==> config.mk <==
export PLATFORM = sky130hd
export DESIGN_NAME = fold_vector_first_brillouin_zone_top
export DESIGN_NICKNAME = d
export VERILOG_FILES = /design/src/bzf_pkg.sv /design/src/bzf_sqacc.sv /design/src/bzf_seq.sv /design/src/fold_vector_first_brillouin_zone_top.sv
export SDC_FILE = /design/constraint.sdc
export NUM_CORES = 2
export LEC_CHECK = 0
export ABC_CLOCK_PERIOD_IN_PS = 21900
export BUFFER_PORTS_ARGS = -buffer_cell sky130_fd_sc_hd__buf_2
export CAP_MARGIN = 20
export CORE_MARGIN = 8
export CORE_UTILIZATION = 65
export DETAILED_ROUTE_END_ITERATION = 10
export PLACE_DENSITY = 0.91
export SYNTH_ARGS = -nofsm -noshare
export SYNTH_HDL_FRONTEND = slang
export SYNTH_SLANG_ARGS = --single-unit
export TNS_END_PERCENT = 10
==> constraint.sdc <==
create_clock -name clk_i -period 21.9 [get_ports clk_i]
set_input_delay 2.19 -clock clk_i [delete_from_list [all_inputs] [get_ports clk_i]]
set_output_delay 2.19 -clock clk_i [all_outputs]
set_load 0.05 [all_outputs]
==> src/bzf_pkg.sv <==
package bzf_pkg;

  // Packed width of one reciprocal vector component in the registers
  localparam int unsigned PACK_WIDTH = 20;
  localparam int unsigned REC_WIDTH  = 3 * PACK_WIDTH;
  localparam int unsigned CFG_IDX_W  = 2;

  // Configuration register indices
  localparam logic [CFG_IDX_W-1:0] REG_NUM_VECTORS = 2'd0;
  localparam logic [CFG_IDX_W-1:0] REG_RECIP_A     = 2'd1;
  localparam logic [CFG_IDX_W-1:0] REG_RECIP_B     = 2'd2;
  localparam logic [CFG_IDX_W-1:0] REG_RECIP_C     = 2'd3;

  // Component phase codes within one candidate
  localparam logic [1:0] COMP_X    = 2'd0;
  localparam logic [1:0] COMP_Y    = 2'd1;
  localparam logic [1:0] COMP_Z    = 2'd2;
  localparam logic [1:0] COMP_LAST = 2'd3;

  typedef enum logic [1:0] {
    ST_IDLE,
    ST_CAND,
    ST_PASS_END,
    ST_DONE
  } bzf_state_e;

  // Sequencer to datapath control
  typedef struct packed {
    logic       active;
    logic       is_k;
    logic       sub;
    logic [1:0] vidx;
    logic [1:0] comp;
    logic       adopt;
    logic       finish;
    logic       not_conv;
  } bzf_ctrl_t;

endpackage

==> src/bzf_sqacc.sv <==
module bzf_sqacc #(
  parameter int unsigned COMP_WIDTH = 20
) (
  input  logic                                   clk_i,
  input  bzf_pkg::bzf_ctrl_t                     ctrl_i,
  input  logic signed [COMP_WIDTH-1:0]           k_comp_i,
  input  logic signed [bzf_pkg::PACK_WIDTH-1:0]  g_comp_i,
  output logic signed [COMP_WIDTH-1:0]           cand_comp_o,
  output logic                                   better_o
);
  import bzf_pkg::*;

  localparam int unsigned EW  = ((COMP_WIDTH > PACK_WIDTH) ? COMP_WIDTH : PACK_WIDTH) + 1;
  localparam int unsigned PRW = 2 * COMP_WIDTH;
  localparam int unsigned AW  = PRW + 2;

  logic signed [EW-1:0]         k_ext;
  logic signed [EW-1:0]         g_ext;
  logic signed [EW-1:0]         sum;
  logic                         fits;
  logic signed [COMP_WIDTH-1:0] cand;
  logic [COMP_WIDTH-1:0]        mag;
  logic [PRW-1:0]               prod_d;
  logic [PRW-1:0]               prod_q;
  logic [AW-1:0]                acc_d;
  logic [AW-1:0]                acc_q;
  logic [AW-1:0]                norm;
  logic [AW-1:0]                best_n_q;

  // Candidate component: k, k+g or k-g, saturated to the component range
  always_comb begin
    k_ext = {{(EW-COMP_WIDTH){k_comp_i[COMP_WIDTH-1]}}, k_comp_i};
    g_ext = {{(EW-PACK_WIDTH){g_comp_i[PACK_WIDTH-1]}}, g_comp_i};
    sum   = ctrl_i.sub ? (k_ext - g_ext) : (k_ext + g_ext);
    fits  = (&sum[EW-1:COMP_WIDTH-1]) | ~(|sum[EW-1:COMP_WIDTH-1]);
    if (ctrl_i.is_k) begin
      cand = k_comp_i;
    end else if (fits) begin
      cand = sum[COMP_WIDTH-1:0];
    end else if (sum[EW-1]) begin
      cand = {1'b1, {(COMP_WIDTH-1){1'b0}}};
    end else begin
      cand = {1'b0, {(COMP_WIDTH-1){1'b1}}};
    end
  end

  assign cand_comp_o = cand;

  // Shared squaring multiplier
  assign mag    = cand[COMP_WIDTH-1] ? (~cand + 1'b1) : cand;
  assign prod_d = PRW'(mag) * PRW'(mag);

  always_ff @(posedge clk_i) begin
    prod_q <= prod_d;
  end

  // Accumulate one product per cycle, compare on the last phase
  assign norm     = acc_q + AW'(prod_q);
  assign better_o = ctrl_i.is_k | (norm < best_n_q);

  always_comb begin
    acc_d = acc_q;
    case (ctrl_i.comp)
      COMP_Y:  acc_d = AW'(prod_q);
      COMP_Z:  acc_d = norm;
      default: acc_d = acc_q;
    endcase
  end

  always_ff @(posedge clk_i) begin
    if (ctrl_i.active) begin
      acc_q <= acc_d;
      if (ctrl_i.comp == COMP_LAST && better_o) begin
        best_n_q <= norm;
      end
    end
  end

endmodule

==> src/bzf_seq.sv <==
module bzf_seq #(
  parameter int unsigned MAX_PASSES  = 64,
  parameter int unsigned MAX_VECTORS = 3
) (
  input  logic               clk_i,
  input  logic               rst_ni,
  input  logic               start_i,
  input  logic [1:0]         num_vectors_i,
  input  logic               moved_i,
  input  logic               out_free_i,
  output logic               busy_o,
  output bzf_pkg::bzf_ctrl_t ctrl_o
);
  import bzf_pkg::*;

  localparam int unsigned   PW        = $clog2(MAX_PASSES + 1);
  localparam logic [PW-1:0] LAST_PASS = PW'(MAX_PASSES - 1);
  localparam logic [1:0]    NV_MAX    = 2'(MAX_VECTORS);

  bzf_state_e    state_q, state_d;
  logic [1:0]    comp_q;
  logic [1:0]    vidx_q;
  logic          is_k_q;
  logic          sub_q;
  logic          nc_q;
  logic [PW-1:0] pass_q;
  logic [1:0]    nv_eff;
  logic [1:0]    nv_last;
  logic          cand_end;
  logic          last_cand;
  logic          pass_limit;
  logic          restart;

  // Effective vector count and candidate bookkeeping
  assign nv_eff     = (num_vectors_i > NV_MAX) ? NV_MAX : num_vectors_i;
  assign nv_last    = nv_eff - 2'd1;
  assign cand_end   = (state_q == ST_CAND) && (comp_q == COMP_LAST);
  assign last_cand  = is_k_q ? (nv_eff == 2'd0) : (sub_q && (vidx_q == nv_last));
  assign pass_limit = (pass_q == LAST_PASS);
  assign restart    = start_i || ((state_q == ST_PASS_END) && moved_i && !pass_limit);

  // Next state
  always_comb begin
    state_d = state_q;
    unique case (state_q)
      ST_IDLE:     if (start_i) state_d = ST_CAND;
      ST_CAND:     if (cand_end && last_cand) state_d = ST_PASS_END;
      ST_PASS_END: begin
        if (!moved_i || pass_limit) begin
          state_d = ST_DONE;
        end else begin
          state_d = ST_CAND;
        end
      end
      ST_DONE:     if (out_free_i) state_d = ST_IDLE;
      default:     state_d = ST_IDLE;
    endcase
  end

  always_ff @(posedge clk_i or negedge rst_ni) begin
    if (!rst_ni) begin
      state_q <= ST_IDLE;
    end else begin
      state_q <= state_d;
    end
  end

  // Candidate, component and pass counters
  always_ff @(posedge clk_i or negedge rst_ni) begin
    if (!rst_ni) begin
      comp_q <= COMP_X;
      vidx_q <= 2'd0;
      is_k_q <= 1'b1;
      sub_q  <= 1'b0;
      pass_q <= '0;
      nc_q   <= 1'b0;
    end else begin
      if (restart) begin
        comp_q <= COMP_X;
        vidx_q <= 2'd0;
        is_k_q <= 1'b1;
        sub_q  <= 1'b0;
      end else if (state_q == ST_CAND) begin
        comp_q <= comp_q + 2'd1;
        if (comp_q == COMP_LAST) begin
          if (is_k_q) begin
            is_k_q <= 1'b0;
            sub_q  <= 1'b0;
            vidx_q <= 2'd0;
          end else if (vidx_q == nv_last) begin
            sub_q  <= 1'b1;
            vidx_q <= 2'd0;
          end else begin
            vidx_q <= vidx_q + 2'd1;
          end
        end
      end
      if (start_i) begin
        pass_q <= '0;
      end else if ((state_q == ST_PASS_END) && moved_i) begin
        pass_q <= pass_q + 1'b1;
      end
      if (state_q == ST_PASS_END) begin
        nc_q <= moved_i;
      end
    end
  end

  // Control outputs
  always_comb begin
    ctrl_o          = '0;
    ctrl_o.active   = (state_q == ST_CAND);
    ctrl_o.is_k     = is_k_q;
    ctrl_o.sub      = sub_q;
    ctrl_o.vidx     = vidx_q;
    ctrl_o.comp     = comp_q;
    ctrl_o.adopt    = (state_q == ST_PASS_END) && moved_i;
    ctrl_o.finish   = (state_q == ST_DONE) && out_free_i;
    ctrl_o.not_conv = nc_q;
    busy_o          = (state_q != ST_IDLE);
  end

endmodule

==> src/fold_vector_first_brillouin_zone_top.sv <==
// Folds a 3-D wave vector (signed fixed point, COMP_WIDTH bits a component)
// into the first Brillouin zone of up to three reciprocal vectors.
// Input channel: in_valid_i / in_stall_o with vec_in_{x,y,z}_i. A request is
// taken when valid is high and stall low; stall stays high while one vector
// is being folded.
// Output channel: out_valid_o / out_stall_i with vec_out_{x,y,z}_o and
// not_converged_o, held in an output register. A new request is taken while
// a finished result still waits there.
// Each pass scores 2*nv+1 candidates on one squaring multiplier, each as
// three products, then an add and compare, and then adopts the shortest.
// A vector is folded in between 1 and MAX_PASSES passes. The next request
// can be taken in the same cycle the result appears; a new request is only
// taken once the last one is finished.
// Configuration (cfg_we_i, cfg_idx_i, cfg_data_i) is to be written by the
// user only while idle; the block itself does not enforce this.
// Reset clears the sequencer and output valid, sets num_vectors to 3 and the
// reciprocal vectors to zero. A stalled receiver holds the result; the block
// finishes the item in flight and waits with it before going idle.
module fold_vector_first_brillouin_zone_top #(
  parameter int unsigned MAX_PASSES  = 64,
  parameter int unsigned COMP_WIDTH  = 20,
  parameter int unsigned MAX_VECTORS = 3
) (
  input  logic                                 clk_i,
  input  logic                                 rst_ni,
  input  logic                                 cfg_we_i,
  input  logic [bzf_pkg::CFG_IDX_W-1:0]        cfg_idx_i,
  input  logic [bzf_pkg::REC_WIDTH-1:0]        cfg_data_i,
  input  logic                                 in_valid_i,
  output logic                                 in_stall_o,
  input  logic signed [COMP_WIDTH-1:0]         vec_in_x_i,
  input  logic signed [COMP_WIDTH-1:0]         vec_in_y_i,
  input  logic signed [COMP_WIDTH-1:0]         vec_in_z_i,
  output logic                                 out_valid_o,
  input  logic                                 out_stall_i,
  output logic signed [COMP_WIDTH-1:0]         vec_out_x_o,
  output logic signed [COMP_WIDTH-1:0]         vec_out_y_o,
  output logic signed [COMP_WIDTH-1:0]         vec_out_z_o,
  output logic                                 not_converged_o
);
  import bzf_pkg::*;

  logic [1:0]                   num_vectors_q;
  logic [REC_WIDTH-1:0]         recip_q [3];
  logic signed [COMP_WIDTH-1:0] k_q     [3];
  logic signed [COMP_WIDTH-1:0] cand_q  [3];
  logic signed [COMP_WIDTH-1:0] best_q  [3];
  logic                         moved_q;
  logic                         out_valid_q;
  logic                         nc_out_q;
  logic signed [COMP_WIDTH-1:0] out_q   [3];

  bzf_ctrl_t                    ctrl;
  logic                         busy;
  logic                         in_fire;
  logic                         out_free;
  logic signed [COMP_WIDTH-1:0] k_comp;
  logic [REC_WIDTH-1:0]         g_vec;
  logic signed [PACK_WIDTH-1:0] g_comp;
  logic signed [COMP_WIDTH-1:0] cand_comp;
  logic                         better;

  assign in_stall_o = busy;
  assign in_fire    = in_valid_i && !busy;
  assign out_free   = !out_valid_q || !out_stall_i;

  // Configuration registers
  always_ff @(posedge clk_i or negedge rst_ni) begin
    if (!rst_ni) begin
      num_vectors_q <= 2'd3;
      recip_q[0]    <= '0;
      recip_q[1]    <= '0;
      recip_q[2]    <= '0;
    end else if (cfg_we_i) begin
      unique case (cfg_idx_i)
        REG_NUM_VECTORS: num_vectors_q <= cfg_data_i[1:0];
        REG_RECIP_A:     recip_q[0]    <= cfg_data_i;
        REG_RECIP_B:     recip_q[1]    <= cfg_data_i;
        REG_RECIP_C:     recip_q[2]    <= cfg_data_i;
        default:         num_vectors_q <= num_vectors_q;
      endcase
    end
  end

  // Operand selection for the shared unit
  always_comb begin
    case (ctrl.comp)
      COMP_Y:  k_comp = k_q[1];
      COMP_Z:  k_comp = k_q[2];
      default: k_comp = k_q[0];
    endcase
    case (ctrl.vidx)
      2'd1:    g_vec = recip_q[1];
      2'd2:    g_vec = recip_q[2];
      default: g_vec = recip_q[0];
    endcase
    case (ctrl.comp)
      COMP_Y:  g_comp = g_vec[PACK_WIDTH +: PACK_WIDTH];
      COMP_Z:  g_comp = g_vec[2*PACK_WIDTH +: PACK_WIDTH];
      default: g_comp = g_vec[0 +: PACK_WIDTH];
    endcase
  end

  bzf_seq #(
    .MAX_PASSES  (MAX_PASSES),
    .MAX_VECTORS (MAX_VECTORS)
  ) u_seq (
    .clk_i         (clk_i),
    .rst_ni        (rst_ni),
    .start_i       (in_fire),
    .num_vectors_i (num_vectors_q),
    .moved_i       (moved_q),
    .out_free_i    (out_free),
    .busy_o        (busy),
    .ctrl_o        (ctrl)
  );

  bzf_sqacc #(
    .COMP_WIDTH (COMP_WIDTH)
  ) u_sqacc (
    .clk_i       (clk_i),
    .ctrl_i      (ctrl),
    .k_comp_i    (k_comp),
    .g_comp_i    (g_comp),
    .cand_comp_o (cand_comp),
    .better_o    (better)
  );

  // Working vector, candidate and best-so-far
  always_ff @(posedge clk_i) begin
    if (in_fire) begin
      k_q[0] <= vec_in_x_i;
      k_q[1] <= vec_in_y_i;
      k_q[2] <= vec_in_z_i;
    end else if (ctrl.adopt) begin
      k_q <= best_q;
    end
    if (ctrl.active) begin
      case (ctrl.comp)
        COMP_X:  cand_q[0] <= cand_comp;
        COMP_Y:  cand_q[1] <= cand_comp;
        COMP_Z:  cand_q[2] <= cand_comp;
        default: if (better) best_q <= cand_q;
      endcase
    end
  end

  // Pass moved flag
  always_ff @(posedge clk_i or negedge rst_ni) begin
    if (!rst_ni) begin
      moved_q <= 1'b0;
    end else if (ctrl.active && (ctrl.comp == COMP_LAST)) begin
      moved_q <= ctrl.is_k ? 1'b0 : (moved_q | better);
    end
  end

  // Output register
  always_ff @(posedge clk_i or negedge rst_ni) begin
    if (!rst_ni) begin
      out_valid_q <= 1'b0;
    end else if (ctrl.finish) begin
      out_valid_q <= 1'b1;
    end else if (out_valid_q && !out_stall_i) begin
      out_valid_q <= 1'b0;
    end
  end

  always_ff @(posedge clk_i) begin
    if (ctrl.finish) begin
      out_q    <= k_q;
      nc_out_q <= ctrl.not_conv;
    end
  end

  assign out_valid_o     = out_valid_q;
  assign vec_out_x_o     = out_q[0];
  assign vec_out_y_o     = out_q[1];
  assign vec_out_z_o     = out_q[2];
  assign not_converged_o = nc_out_q;

endmodule

# Word-level counts from Yosys, hierarchy flattened
# Index checks and enable logic that the tools add are counted.
# word_totals
in_bits	127
reg_bits	565
out_inout_bits	63
# op_classes
bitwise	6
mul	1
muxes	38
n_lt_le_gt_ge	2
n_eq_ne	16
addsub	8
reduce_logical	44
# op_table
cell	n
two-way mux 60 bit	2
one-hot mux 60 bit (2 select lines)	1
one-hot mux 42 bit (2 select lines)	1
two-way mux 20 bit	4
one-hot mux 20 bit (2 select lines)	2
adder 42 x 40 -> 42 bit	1
< comparator 42 bit	1
multiplier 20 x 20 -> 40 bit	1
two-way mux 2 bit	12
AND reduction 2 bit	11
adder 20 x 20 -> 21 bit	1
two-way mux 21 bit	1
subtractor 20 x 20 -> 21 bit	1
adder 20 x 1 -> 20 bit, second input constant	1
NOT 20 bit	1
equality test 2 bit, second input constant	7
two-way mux 7 bit	2
two-way mux 1 bit	12
nonzero test 2 bit	6
logical AND 1 bit	9
AND reduction 3 bit	3
equality test 2 x 1 -> 1 bit, second input constant	4
zero test 2 bit	4
one-hot mux 2 bit (4 select lines)	1
14 further kinds	26

# Logic depth before layout (Yosys ltp)
# logic_depth
depth_word	14
depth_mapped	68
mapped_depth_nobuf	62

# By module
# A second synthesis with hierarchy kept.
# unflattened
cells_unflattened	3257
hier_area_um2	37943.9
# by_module_without_submodules
mod	area_per_inst_um2	cells_each	instances
bzf_sqacc	20467.1	2201	1
fold_vector_first_brillouin_zone_top	16543.4	964	1
bzf_seq	933.4	92	1

# Worst setup path before layout
# No wires, ideal clock.
# synth_timing
kind	register to register
from	register u_seq.comp_q[0]
to	register u_sqacc.prod_q[38]
required_ps	21779
path_slack_ps	7692
path_stages_with_launch	63
setup_ps	121
period_less_slack_ps	14208
t_arrival_ps	14086
path_cell_list	dfrtp_1 -> inv_1 -> ha_1 -> buf_2 -> buf_1 -> buf_2 -> buf_1 -> buf_1 -> clkbuf_1 -> a221oi_1 -> a21oi_1 -> a21oi_1 -> ha_1 -> o311ai_0 -> nor4b_1 -> nor4b_4 -> nor2_1 -> xor2_1 -> [27 not listed] -> fa_1 -> fa_1 -> fa_1 -> inv_1 -> fa_1 -> inv_1 -> ha_1 -> a21o_1 -> a21oi_1 -> o21ai_0 -> a21o_1 -> a31oi_1 -> o21ai_0 -> o31a_1 -> o2111ai_1 -> a31oi_1 -> mux2i_1 -> nand2_1
# synth_via
elab_chain_cells	13
word_cells_on_any_way	18
classes_between	3 x add/sub; 1 x mul; 2 x eq/ne; 7 x mux; 3 x bitwise; 2 x reduce/logical
# synth_rtl
item	line_no	rtl
start, declared	bzf_seq.sv:21	logic [1:0] comp_q;
start signal, assigned	bzf_seq.sv:84	comp_q <= comp_q + 2'd1;
equality test 2 bit / equality test 2 x 1 -> 1 bit (equally long branches)	fold_vector_first_brillouin_zone_top.sv:87, fold_vector_first_brillouin_zone_top.sv:97	
one-hot mux 20 bit (2 select lines) (on tied branches)	fold_vector_first_brillouin_zone_top.sv:87, fold_vector_first_brillouin_zone_top.sv:97	
adder 20 x 20 -> 21 bit / subtractor 20 x 20 -> 21 bit (equally long branches)	bzf_sqacc.sv:34	sum = ctrl_i.sub ? (k_ext - g_ext) : (k_ext + g_ext);
two-way mux 21 bit	bzf_sqacc.sv:34	
OR reduction 2 bit	bzf_sqacc.sv:35	fits = (&sum[EW-1:COMP_WIDTH-1]) | ~(|sum[EW-1:COMP_WIDTH-1]);
NOT 1 bit	bzf_sqacc.sv:35	
OR 1 bit	bzf_sqacc.sv:35	
two-way mux 20 bit	bzf_sqacc.sv:38	end else if (fits) begin
two-way mux 20 bit *	bzf_sqacc.sv:36	if (ctrl_i.is_k) begin
NOT 20 bit	bzf_sqacc.sv:50	assign mag = cand[COMP_WIDTH-1] ? (~cand + 1'b1) : cand;
adder 20 x 1 -> 20 bit	bzf_sqacc.sv:50	
two-way mux 20 bit *	bzf_sqacc.sv:50	
multiplier 20 x 20 -> 40 bit *	bzf_sqacc.sv:51	assign prod_d = PRW'(mag) * PRW'(mag);
named net u_sqacc.prod_d[38]	bzf_sqacc.sv:23	logic [PRW-1:0] prod_d;
end signal, assigned	bzf_sqacc.sv:54	prod_q <= prod_d;
end, declared	bzf_sqacc.sv:24	logic [PRW-1:0] prod_q;
# The timed path passes the listed nets; every way through them passes the cells marked *.
# A chain may end at the register's enable or synchronous reset.

# Worst setup path in the final report
# layout_timing
from	register u_seq.vidx_q[0]
to	register u_sqacc.prod_q[36]
# layout_via
elab_chain_cells	14
word_cells_on_any_way	18
classes_between	3 x add/sub; 1 x mul; 2 x eq/ne; 7 x mux; 3 x bitwise; 2 x reduce/logical
# layout_rtl
item	line_no	rtl
start, declared	bzf_seq.sv:22	logic [1:0] vidx_q;
start signal, assigned	bzf_seq.sv:94	vidx_q <= vidx_q + 2'd1;
equality test 2 bit / equality test 2 x 1 -> 1 bit (equally long branches)	fold_vector_first_brillouin_zone_top.sv:92	case (ctrl.vidx)
one-hot mux 60 bit (2 select lines) *	fold_vector_first_brillouin_zone_top.sv:92	
one-hot mux 20 bit (2 select lines) *	fold_vector_first_brillouin_zone_top.sv:97	case (ctrl.comp)
adder 20 x 20 -> 21 bit / subtractor 20 x 20 -> 21 bit (equally long branches)	bzf_sqacc.sv:34	
two-way mux 21 bit *	bzf_sqacc.sv:34	
OR reduction 2 bit	bzf_sqacc.sv:35	
NOT 1 bit	bzf_sqacc.sv:35	
OR 1 bit	bzf_sqacc.sv:35	
two-way mux 20 bit *	bzf_sqacc.sv:38	
two-way mux 20 bit *	bzf_sqacc.sv:36	
NOT 20 bit	bzf_sqacc.sv:50	
adder 20 x 1 -> 20 bit	bzf_sqacc.sv:50	
two-way mux 20 bit *	bzf_sqacc.sv:50	
multiplier 20 x 20 -> 40 bit *	bzf_sqacc.sv:51	
named net u_sqacc.prod_d[36]	bzf_sqacc.sv:23	
# Marked as above.

==> summary.md <==
| Metric | Value |
|---|---|
| Die area | `around 66,000 um^2` |
| Total GRT Usage | `about 28%` |
| R2R Path End | `u_sqacc.prod_q[36]` |
| I/O Pins | `between 150 and 200` |
| Synth unique cells | `between 80 and 90` |
| Max-Cap Viols | `0` |
| Worst skew pair latency | `around 0.64 ns` |
| Area leader, netlist | `edfxtp_1` |
| Initial core utilization | `~66%` |
| Initial antenna violation count | `9` |
| Slowest cell delay on critical path | `around 0.90 ns` |
| Iter 0 DRT Violations | `roughly 2,600` |
| Endpoints failing hold | `0` |
| Fillers | `between 3,000 and 4,000` |
| Tmin final | `16.84 ns` |
| Count of buffers from port buffering | `~190` |
| Root Driver | `clkbuf_16` |
| Clock skew | `0.06205 ns` |
| Synthesized cell area | `approximately 38,000 um^2` |
| Fin Hold WS | `a little over 0.4 ns` |
| Number of routed nets with antenna violations | `0` |
| First-pass GRT wire length | `roughly 150 mm` |
| Async set-reset flop share out of synthesis | `a little over a third` |
| Slew headroom | `24.34%` |
| Worst Setup End Kind | `flop` |
| Gr ovfl total | `0` |
| HP Start | `cand_q[36]` |
| CTS tree | `yes` |
| DP Wirelength | `roughly 66 mm` |
| Fmax | `59.39 MHz` |
| Post-CTS Repair Setup Buffers | `0` |
| Slew @ Worst Pin | `between 1 and 1.5 ns` |
| Die H | `~260 um` |
| Hold Path Class | `reg -> reg` |
| Final Setup Violations | `0` |
| H-tree levels | `2` |
| Maximum clock insertion buffer count | `3` |
| Syn Inst Count | `~3,300` |
| Rows | `88` |
| Total number of vias | `around 27,000` |
| Clk sinks | `approximately 560` |
| Hold Path Sink | `best_q[36]` |
| Final worst path period share | `76.89%` |
| Number of gates resized after CTS | `0` |
| RSZ-0062 raised after global routing | `false` |
| Crit-path leading delay family | `adder cells` |
| Critical Path AT | `approximately 17 ns` |
| Worst-path clk slew | `around 0.07 ns` |
| DR WL/cell | `22.17 um` |
| Placed insts | `4,153` |
| Syn avg cell area | `11.57 um^2` |
| Largest net degree at the start of global routing | `112` |
| Synthesis Warnings | `0` |
| Via density | `6.247` |
| Post-synth EDFFs | `around 330` |
| Core area | `between 50,000 and 60,000 um^2` |
| CP max FO | `74` |
| Reg-to-reg slack, setup | `between 5 and 6 ns` |
| # DRC | `0` |
| WS Path Type | `reg -> reg` |
| Inserted Clock Buffers | `56` |
| Worst Path Required | `between 20 and 25 ns` |
| R2r startpoint | `u_seq.vidx_q[0]` |
| Post-synthesis sequential area ratio | `41.17%` |
| Worst Hold Depth | `0` |
| Fin nets | `4,120` |
| Final WL | `approximately 95 mm` |
| Area grow syn2layout | `9.713%` |
| Share of layout cells above drive strength 1 | `18.39%` |
| Worst setup SP type | `flop` |
| Chip Width | `roughly 260 um` |
| Fin cells | `4,268` |
| Yosys top cell area share | `roughly a quarter` |
| Outcome | `completed` |
| TritonRoute pass-1 iters | `6` |
| Most used DFF post-synth | `edfxtp_1` |
| Vias in the first global route | `roughly 28,000` |
| Setup TNS | `0 ns` |
| Critical Path Slowest Stage Cell | `nor4b_1` |
| Count leader, synth | `inv_1` |
| CP Buf/Inv Count | `9` |
| #FFs+latches synth | `about 560` |
| Pins Over Slew Limit | `0` |
| R2R cell count | `between 50 and 60` |
| Fin util | `71.96%` |
| Top cells by area, synth | `edfxtp_1 26%, fa_1 15%, dfrtp_1 13%` |
| Most instantiated cells after synthesis | `471 x inv_1, 325 x edfxtp_1, 281 x fa_1` |
| Final GP Congestion | `approximately 0.97` |
| Post-CTS Hold Buffers | `0` |
## metal layers
layer | vias to the layer above | part of all wire, % | global-route usage (%) | routed length (um)
li1 | 11560 | - | - | -
met1 | 13250 | 35 | 32.55 | 33290
met2 | 1474 | 50 | 48.47 | 47680
met3 | 381 | 8.9 | 6.361 | 8381
met4 | 2 | 5.6 | 15.13 | 5276
met5 | - | 0.0074 | 0 | 7
## metrics by stage
step | area (um^2) | setup slack [ns]
final | 41440 | 5.062
after global routing | 41440 | 4.171
after CTS | 41320 | 5.406
after detailed placement | 39550 | 5.578
after global placement | 39550 | 6.225
after floorplan | 37820 | 7.692
## how the worst max path moves through the flow
stage | cells past startpoint | startpoint | endpoint | slack (ns)
2_1_floorplan | 62 | u_seq.comp_q[0] | u_sqacc.prod_q[38] | 7.69
3_3_place_gp | 55 | u_seq.vidx_q[0] | u_sqacc.prod_q[38] | 6.22
3_5_place_dp | 55 | u_seq.vidx_q[0] | u_sqacc.prod_q[36] | 5.58
4_1_cts | 55 | u_seq.vidx_q[0] | u_sqacc.prod_q[36] | 5.41
5_1_grt | 55 | u_seq.vidx_q[0] | u_sqacc.prod_q[38] | 4.17
6_report | 55 | u_seq.vidx_q[0] | u_sqacc.prod_q[36] | 5.06
## worst reg2reg max path, delay by kind of cell, from the launching register on
| kind | cells | cell delay (ns) |
|---|---|---|
| adder cells (fa/ha/maj) | 13 | 5.56 |
| AO/OA/AOI/OAI | 18 | 4.18 |
| AND/OR/NAND/NOR | 11 | 2.68 |
| buffers and inverters | 9 | 2.26 |
| XOR/XNOR | 3 | 1.38 |
| flip-flops | 1 | 0.43 |
| multiplexers | 1 | 0.15 |
## state kept, by name (all words and copies together), names as in the netlist, 7 cells and up
name	count
recip_q	180
vec_out_x_o	20
u_sqacc.best_n_q	42
k_q	60
u_sqacc.acc_q	42
u_seq.pass_q	7
vec_out_z_o	20
best_q	60
vec_out_y_o	20
cand_q	60
u_sqacc.prod_q	39
## kinds of logic after synthesis
| group | after synthesis | share of synthesized area [%] |
|---|---|---|
| simple gates | 555 | 6.583 |
| compound gates | 565 | 10.23 |
| buf+inv | 591 | 6.063 |
| fa+ha+maj | 551 | 23.79 |
| flops | 564 | 41.17 |
| xor+xnor | 149 | 3.611 |
| other cells | 2 | 0.01988 |
| mux | 287 | 8.534 |
## area by class of cell
cell class                 count  area (um^2)  share of cell area [%]
multi-input combinational   2122        20050                   48.38
sequential                   564        15550                   37.52
inverter                     481         1805                   4.357
clock buffer                  78         1588                   3.832
timing repair buffer         225         1295                   3.125
tap                          765        957.2                   2.310
clock inverter                26        178.9                  0.4318
antenna                        7        17.52                 0.04227
## placed cells by master (no fill, tap or decap), types with 24 or more instances in the layout
cell type / n
inv_1: 469
edfxtp_1: 325
fa_1: 281
mux2_2: 280
ha_1: 258
nand2_1: 199
dfrtp_1: 197
buf_2: 188
nor2_1: 187
a21oi_1: 152
xnor2_1: 100
o21ai_0: 84
a22oi_1: 61
a21o_1: 58
clkbuf_16: 57
a22o_1: 43
xor2_1: 42
dfxtp_1: 39
buf_4: 32
o21bai_1: 29
a31oi_1: 26
nor3_1: 24
a221o_1: 24
Power is not shown: default switching activity piles up to over one toggle a cycle in this logic, so the estimate is an artifact.
